**config.mk**
```make
export PLATFORM = sky130hd
export DESIGN_NAME = mdgr_parse
export DESIGN_NICKNAME = d
export VERILOG_FILES = /design/src/rtl/mdgr_pkg.sv /design/src/rtl/mdgr_parse.sv
export SDC_FILE = /design/constraint.sdc
export NUM_CORES = 1
export LEC_CHECK = 0
export BUFFER_PORTS_ARGS = -buffer_cell sky130_fd_sc_hd__buf_2
export CORE_ASPECT_RATIO = 1.1
export CORE_MARGIN = 1.5
export CORE_UTILIZATION = 28
export CTS_CLUSTER_SIZE = 14
export DETAILED_ROUTE_END_ITERATION = 7
export GPL_TIMING_DRIVEN = 1
export PLACE_DENSITY = 0.58
export SETUP_SLACK_MARGIN = 0.4
export SYNTH_ARGS = -nofsm -noshare
export SYNTH_HDL_FRONTEND = slang
export SYNTH_SLANG_ARGS = --single-unit
```
**constraint.sdc**
```tcl
create_clock -name clk -period 3.4 [get_ports clk]
set_clock_uncertainty 0.1 [all_clocks]
set_input_delay 0.34 -clock clk [delete_from_list [all_inputs] [get_ports clk]]
set_output_delay 0.34 -clock clk [all_outputs]
set_load 0.01 [all_outputs]
```
**src/rtl/mdgr_pkg.sv**
```systemverilog
// Shared types, status codes and the CRC byte step for the MOT data group reassembler.
package mdgr_pkg;

  // group outcome codes
  localparam logic [2:0] GS_CRC_BAD   = 3'd0;
  localparam logic [2:0] GS_NOT_MOT   = 3'd1;
  localparam logic [2:0] GS_HDR_OK    = 3'd2;
  localparam logic [2:0] GS_HDR_RESET = 3'd3;
  localparam logic [2:0] GS_BODY_OK   = 3'd4;
  localparam logic [2:0] GS_BODY_RST  = 3'd5;
  localparam logic [2:0] GS_OTHER     = 3'd6;
  localparam logic [2:0] GS_MALFORMED = 3'd7;

  // data group types
  localparam logic [3:0] DG_HEADER = 4'd3;
  localparam logic [3:0] DG_BODY   = 4'd4;

  localparam logic [15:0] CRC_POLY = 16'h1021;
  localparam logic [15:0] CRC_INIT = 16'hFFFF;

  localparam int SEG_W = 13;

  // header fields captured while a group streams in
  typedef struct packed {
    logic [7:0] g0;
    logic [7:0] seg_hi;
    logic [7:0] seg_lo;
    logic [7:0] ua;
    logic [7:0] tid_hi;
    logic [7:0] tid_lo;
    logic [7:0] sz_hi;
    logic [7:0] sz_lo;
    logic [4:0] seg_pos;
    logic [4:0] ua_pos;
    logic [4:0] size_pos;
    logic       crc_ok;
  } grp_hdr_t;

  function automatic logic [15:0] crc_byte(input logic [15:0] crc, input logic [7:0] b);
    logic [15:0] c;
    c = crc ^ {b, 8'h00};
    for (int i = 0; i < 8; i++) begin
      c = c[15] ? ((c << 1) ^ CRC_POLY) : (c << 1);
    end
    return c;
  endfunction

endpackage

```
**src/rtl/mdgr_parse.sv**
```systemverilog
// Streaming group parser: byte count, running CRC and header field capture.
module mdgr_parse #(
  parameter int GROUP_BYTES = 8192
) (
  input  logic                             clk,
  input  logic                             rst,
  input  logic                             push,
  input  logic                             clear,
  input  logic [7:0]                       byte_in,
  output logic [$clog2(GROUP_BYTES+1)-1:0] count,
  output logic                             ovf,
  output mdgr_pkg::grp_hdr_t               hdr
);
  import mdgr_pkg::*;

  localparam int CW = $clog2(GROUP_BYTES + 1);

  logic [15:0] crc;
  logic [7:0]  d1, d2;
  logic [7:0]  g0, seg_hi, seg_lo, ua, tid_hi, tid_lo, sz_hi, sz_lo;
  logic [4:0]  seg_pos, ua_pos, size_pos;
  logic [3:0]  skip;

  always_comb begin
    seg_pos  = g0[7] ? 5'd4 : 5'd2;
    ua_pos   = seg_pos + (g0[5] ? 5'd2 : 5'd0);
    skip     = (ua[3:0] >= 4'd2) ? ua[3:0] - 4'd2 : 4'd0;
    size_pos = ua_pos + (g0[4] ? (5'd3 + 5'(skip)) : 5'd0);
  end

  always_ff @(posedge clk) begin
    if (rst || clear) begin
      count <= '0;
      ovf   <= 1'b0;
      crc   <= CRC_INIT;
    end else if (push) begin
      if (count < CW'(GROUP_BYTES)) begin
        count <= count + CW'(1);
      end else begin
        ovf <= 1'b1;
      end
      // CRC trails the stream by two bytes so the check bytes stay out
      if (count >= CW'(2)) begin
        crc <= crc_byte(crc, d2);
      end
    end
  end

  always_ff @(posedge clk) begin
    if (push) begin
      d2 <= d1;
      d1 <= byte_in;
      if (count == '0)                          g0     <= byte_in;
      if (count == CW'(seg_pos))                seg_hi <= byte_in;
      if (count == CW'(seg_pos) + CW'(1))       seg_lo <= byte_in;
      if (count == CW'(ua_pos))                 ua     <= byte_in;
      if (count == CW'(ua_pos) + CW'(1))        tid_hi <= byte_in;
      if (count == CW'(ua_pos) + CW'(2))        tid_lo <= byte_in;
      if (count == CW'(size_pos))               sz_hi  <= byte_in;
      if (count == CW'(size_pos) + CW'(1))      sz_lo  <= byte_in;
    end
  end

  always_comb begin
    hdr.g0       = g0;
    hdr.seg_hi   = seg_hi;
    hdr.seg_lo   = seg_lo;
    hdr.ua       = ua;
    hdr.tid_hi   = tid_hi;
    hdr.tid_lo   = tid_lo;
    hdr.sz_hi    = sz_hi;
    hdr.sz_lo    = sz_lo;
    hdr.seg_pos  = seg_pos;
    hdr.ua_pos   = ua_pos;
    hdr.size_pos = size_pos;
    hdr.crc_ok   = (~crc) == {d2, d1};
  end

endmodule

```
==> impl_metrics.json <==
{
  "path_delay_family": "simple AND/OR/NAND/NOR gates",
  "ys_ff_latch": 111,
  "clockBufferDepth": 2,
  "internal_power_mw": 2.12,
  "final_cell_mix": "buf_2 (99), edfxtp_1 (80), dfxtp_1 (31)",
  "power.leakage_nw": 2.44,
  "seq_area_frac_synth_pct": 65.2,
  "ir_worst_vdd_mv": 0.201,
  "synth_area_leaders": "edfxtp_1 (52%), dfxtp_1 (13%), xnor2_1 (6.0%)",
  "final_core_util_pct": 37.0,
  "io_pins": 107,
  "largest_reg_flops": 16,
  "crit_path_cell_trace": "inv_2 > o21ai_2 > ha_4 > or3_1 > and3_4 > fa_2 > nand3_2 > nand4b_1 > xnor2_2 > nor3_4 > buf_12",
  "outcome": "finished with violations",
  "cts_made_buffers": 9,
  "ys.warnings.count": 0,
  "cp.required_ns": 3.37,
  "ant_nets": 0,
  "synth_area_um2": 4640,
  "synth_top_cell_by_area": "edfxtp_1",
  "critPathKind": "flip-flop to flip-flop",
  "finalSetupViolCount": 0,
  "grtUsageTotal_pct": 13.0,
  "grt_pass1_wl_mm": 16.6,
  "synth_ff_type": "edfxtp_1",
  "port-buffer-count": 101,
  "tightest_slew_ns": 1.17,
  "diodes": 0,
  "cp_num_buf_inv": 2,
  "wirelength_mm": 11.4,
  "die_width_um": 126,
  "dpl.hpwl_mm": 7.90,
  "slew_viol_final": 0,
  "netlist_instances": 344,
  "htree_levels": 3,
  "violations": "design-rule violations",
  "cts_tree": "yes",
  "drive_above_1_share_pct": 36.9,
  "largestRegisters": "crc: 16 flops, count: 14 flops",
  "rsz0062_at_grt": "yes",
  "design_power_total_mw": 2.78,
  "drc_errors": 4,
  "clock_sinks": 111,
  "seqPwrFrac_pct": 54.2,
  "max_freq_mhz": 299,
  "slew_headroom_pct": 21.4,
  "first_iter_violations": 153,
  "synth-edff-count": 80,
  "hold_viol": 0,
  "regMostFlops": "crc",
  "overflow": 0,
  "finalNetCount": 496,
  "gp_congestion": 0.804,
  "die_h_um": 138,
  "dieArea_um2": 17300,
  "coreArea_um2": 16300,
  "cts_root_buf": "clkbuf_16",
  "end_kind": "flip-flop",
  "p_comb_share_pct": 10.6,
  "grt_pass1_vias": 3011,
  "dr_total_vias": 3064,
  "rows": 49,
  "synth_top_area_share_pct": 51.8,
  "cp.arrival_ns": 3.32,
  "cpMaxStageDelayCell": "fa_2",
  "drt_pre_antenna_iters": 6,
  "final_common_cell": "buf_2",
  "syn_area_per_cell_um2": 13.5,
  "hold_class": "input port to flip-flop",
  "antenna_found_initial": 0,
  "maxCapViolCount": 0,
  "fin_crit_sh_pct": 98.5,
  "synthArstFlopShare_pct": 0,
  "post_drt_via_cell_ratio": 4.52,
  "power.net_switching_uw": 660,
  "area_growth_pct": 30.2,
  "wl_per_cell_um": 16.9,
  "start_util_pct": 28.4,
  "path_clk_slew_ns": 0.07,
  "clk_latency_ns": 0.35,
  "startpoint_type": "flip-flop",
  "crit_fanout": 8,
  "synth_cell_types": 40,
  "powerDensity_nw_per_um2": 460,
  "clockPowerShare_pct": 35.2,
  "max_stage_delay_ns": 0.60,
  "period_needed_ns": 3.35,
  "grt_max_degree": 19,
  "netSwitchingFraction_pct": 23.8
}
==> routing by layer <==
metal / share of wire (%) / routed length [um] / track usage, %
met5: 0 / 0 / 0
met4: 0.93 / 106 / 4.07
met3: 5.2 / 594 / 4.40
met2: 51 / 5870 / 22.3
met1: 43 / 4870 / 15.4
==> synthesized netlist by cell type (2+ instances only) <==
master,number
a21oi_1,5
and2_1,2
and3_1,7
and4_1,2
buf_4,7
clkbuf_1,6
dfxtp_1,31
edfxtp_1,80
ha_1,13
inv_1,10
mux2i_1,4
nand2_1,24
nand3_1,7
nand4_1,6
nor2_1,26
nor2b_1,3
nor3_1,7
nor4_1,5
o211ai_1,14
o21ai_0,3
or2_2,2
or3_1,2
or4_1,2
xnor2_1,32
xor2_1,29
==> power groups by stage <==
| stage | combinational, mW | sequential [mW] | clock [mW] |
|---|---|---|---|
| after detailed placement | 0.247 | 1.53 | 0 |
| after global placement | 0.244 | 1.53 | 0 |
| after CTS | 0.273 | 1.50 | 1.01 |
| final | 0.295 | 1.50 | 0.976 |
| after floorplan | 0.148 | 1.54 | 0 |
| after global routing | 0.322 | 1.51 | 1.06 |
==> layout make-up <==
cell class | count | area (um^2)
multi-input combinational | 211 | 1700
tap | 204 | 255
fill | 1569 | 10300
clock inverter | 5 | 41.3
inverter | 10 | 40.0
sequential | 111 | 3020
timing repair buffer | 127 | 753
clock buffer | 10 | 229
==> stage by stage <==
stage               cell area [um^2]  hold slack [ns]  setup slack, ns  TNS (ns)  instances
floorplan                       4730            0.339            0.140         0        348
global placement                5480            0.358           0.0312         0        647
detailed placement              5480            0.365          -0.0805    -0.641        647
CTS                             5920            0.201           0.0891         0        674
global route                    6040            0.213          -0.0960    -0.757        678
finish                          6040            0.201           0.0509         0        678
==> final timing paths <==
kind                                  from        to  slack (ns)  cells past startpoint
worst max-delay path                 ua[1]  sz_lo[5]        0.05                     11
worst min-delay path            byte_in[4]  sz_hi[4]        0.20                      1
worst max register to register       ua[1]  sz_lo[5]        0.05                     11
worst min register to register         ovf       ovf        0.38                      2
==> cell families after synthesis <==
family / count (synthesis) / synth area share, %
buffers and inverters: 26 / 2.86
xor gates and xnor gates: 62 / 12.0
DFF: 111 / 65.2
muxes: 4 / 0.863
and+or+nand+nor: 99 / 10.7
other: 1 / 0.0809
AOI/OAI and AO/OA: 27 / 4.40
adders and majority gates: 14 / 3.94
==> repair_timing <==
action                     4_1_cts  5_1_grt
pin swaps                       17       14
setup endpoints to repair       19       19
hold buffers                     0        0
resized for setup               11       15
buffers inserted                12        4
Note: power is estimated with default switching activity, not from simulation.
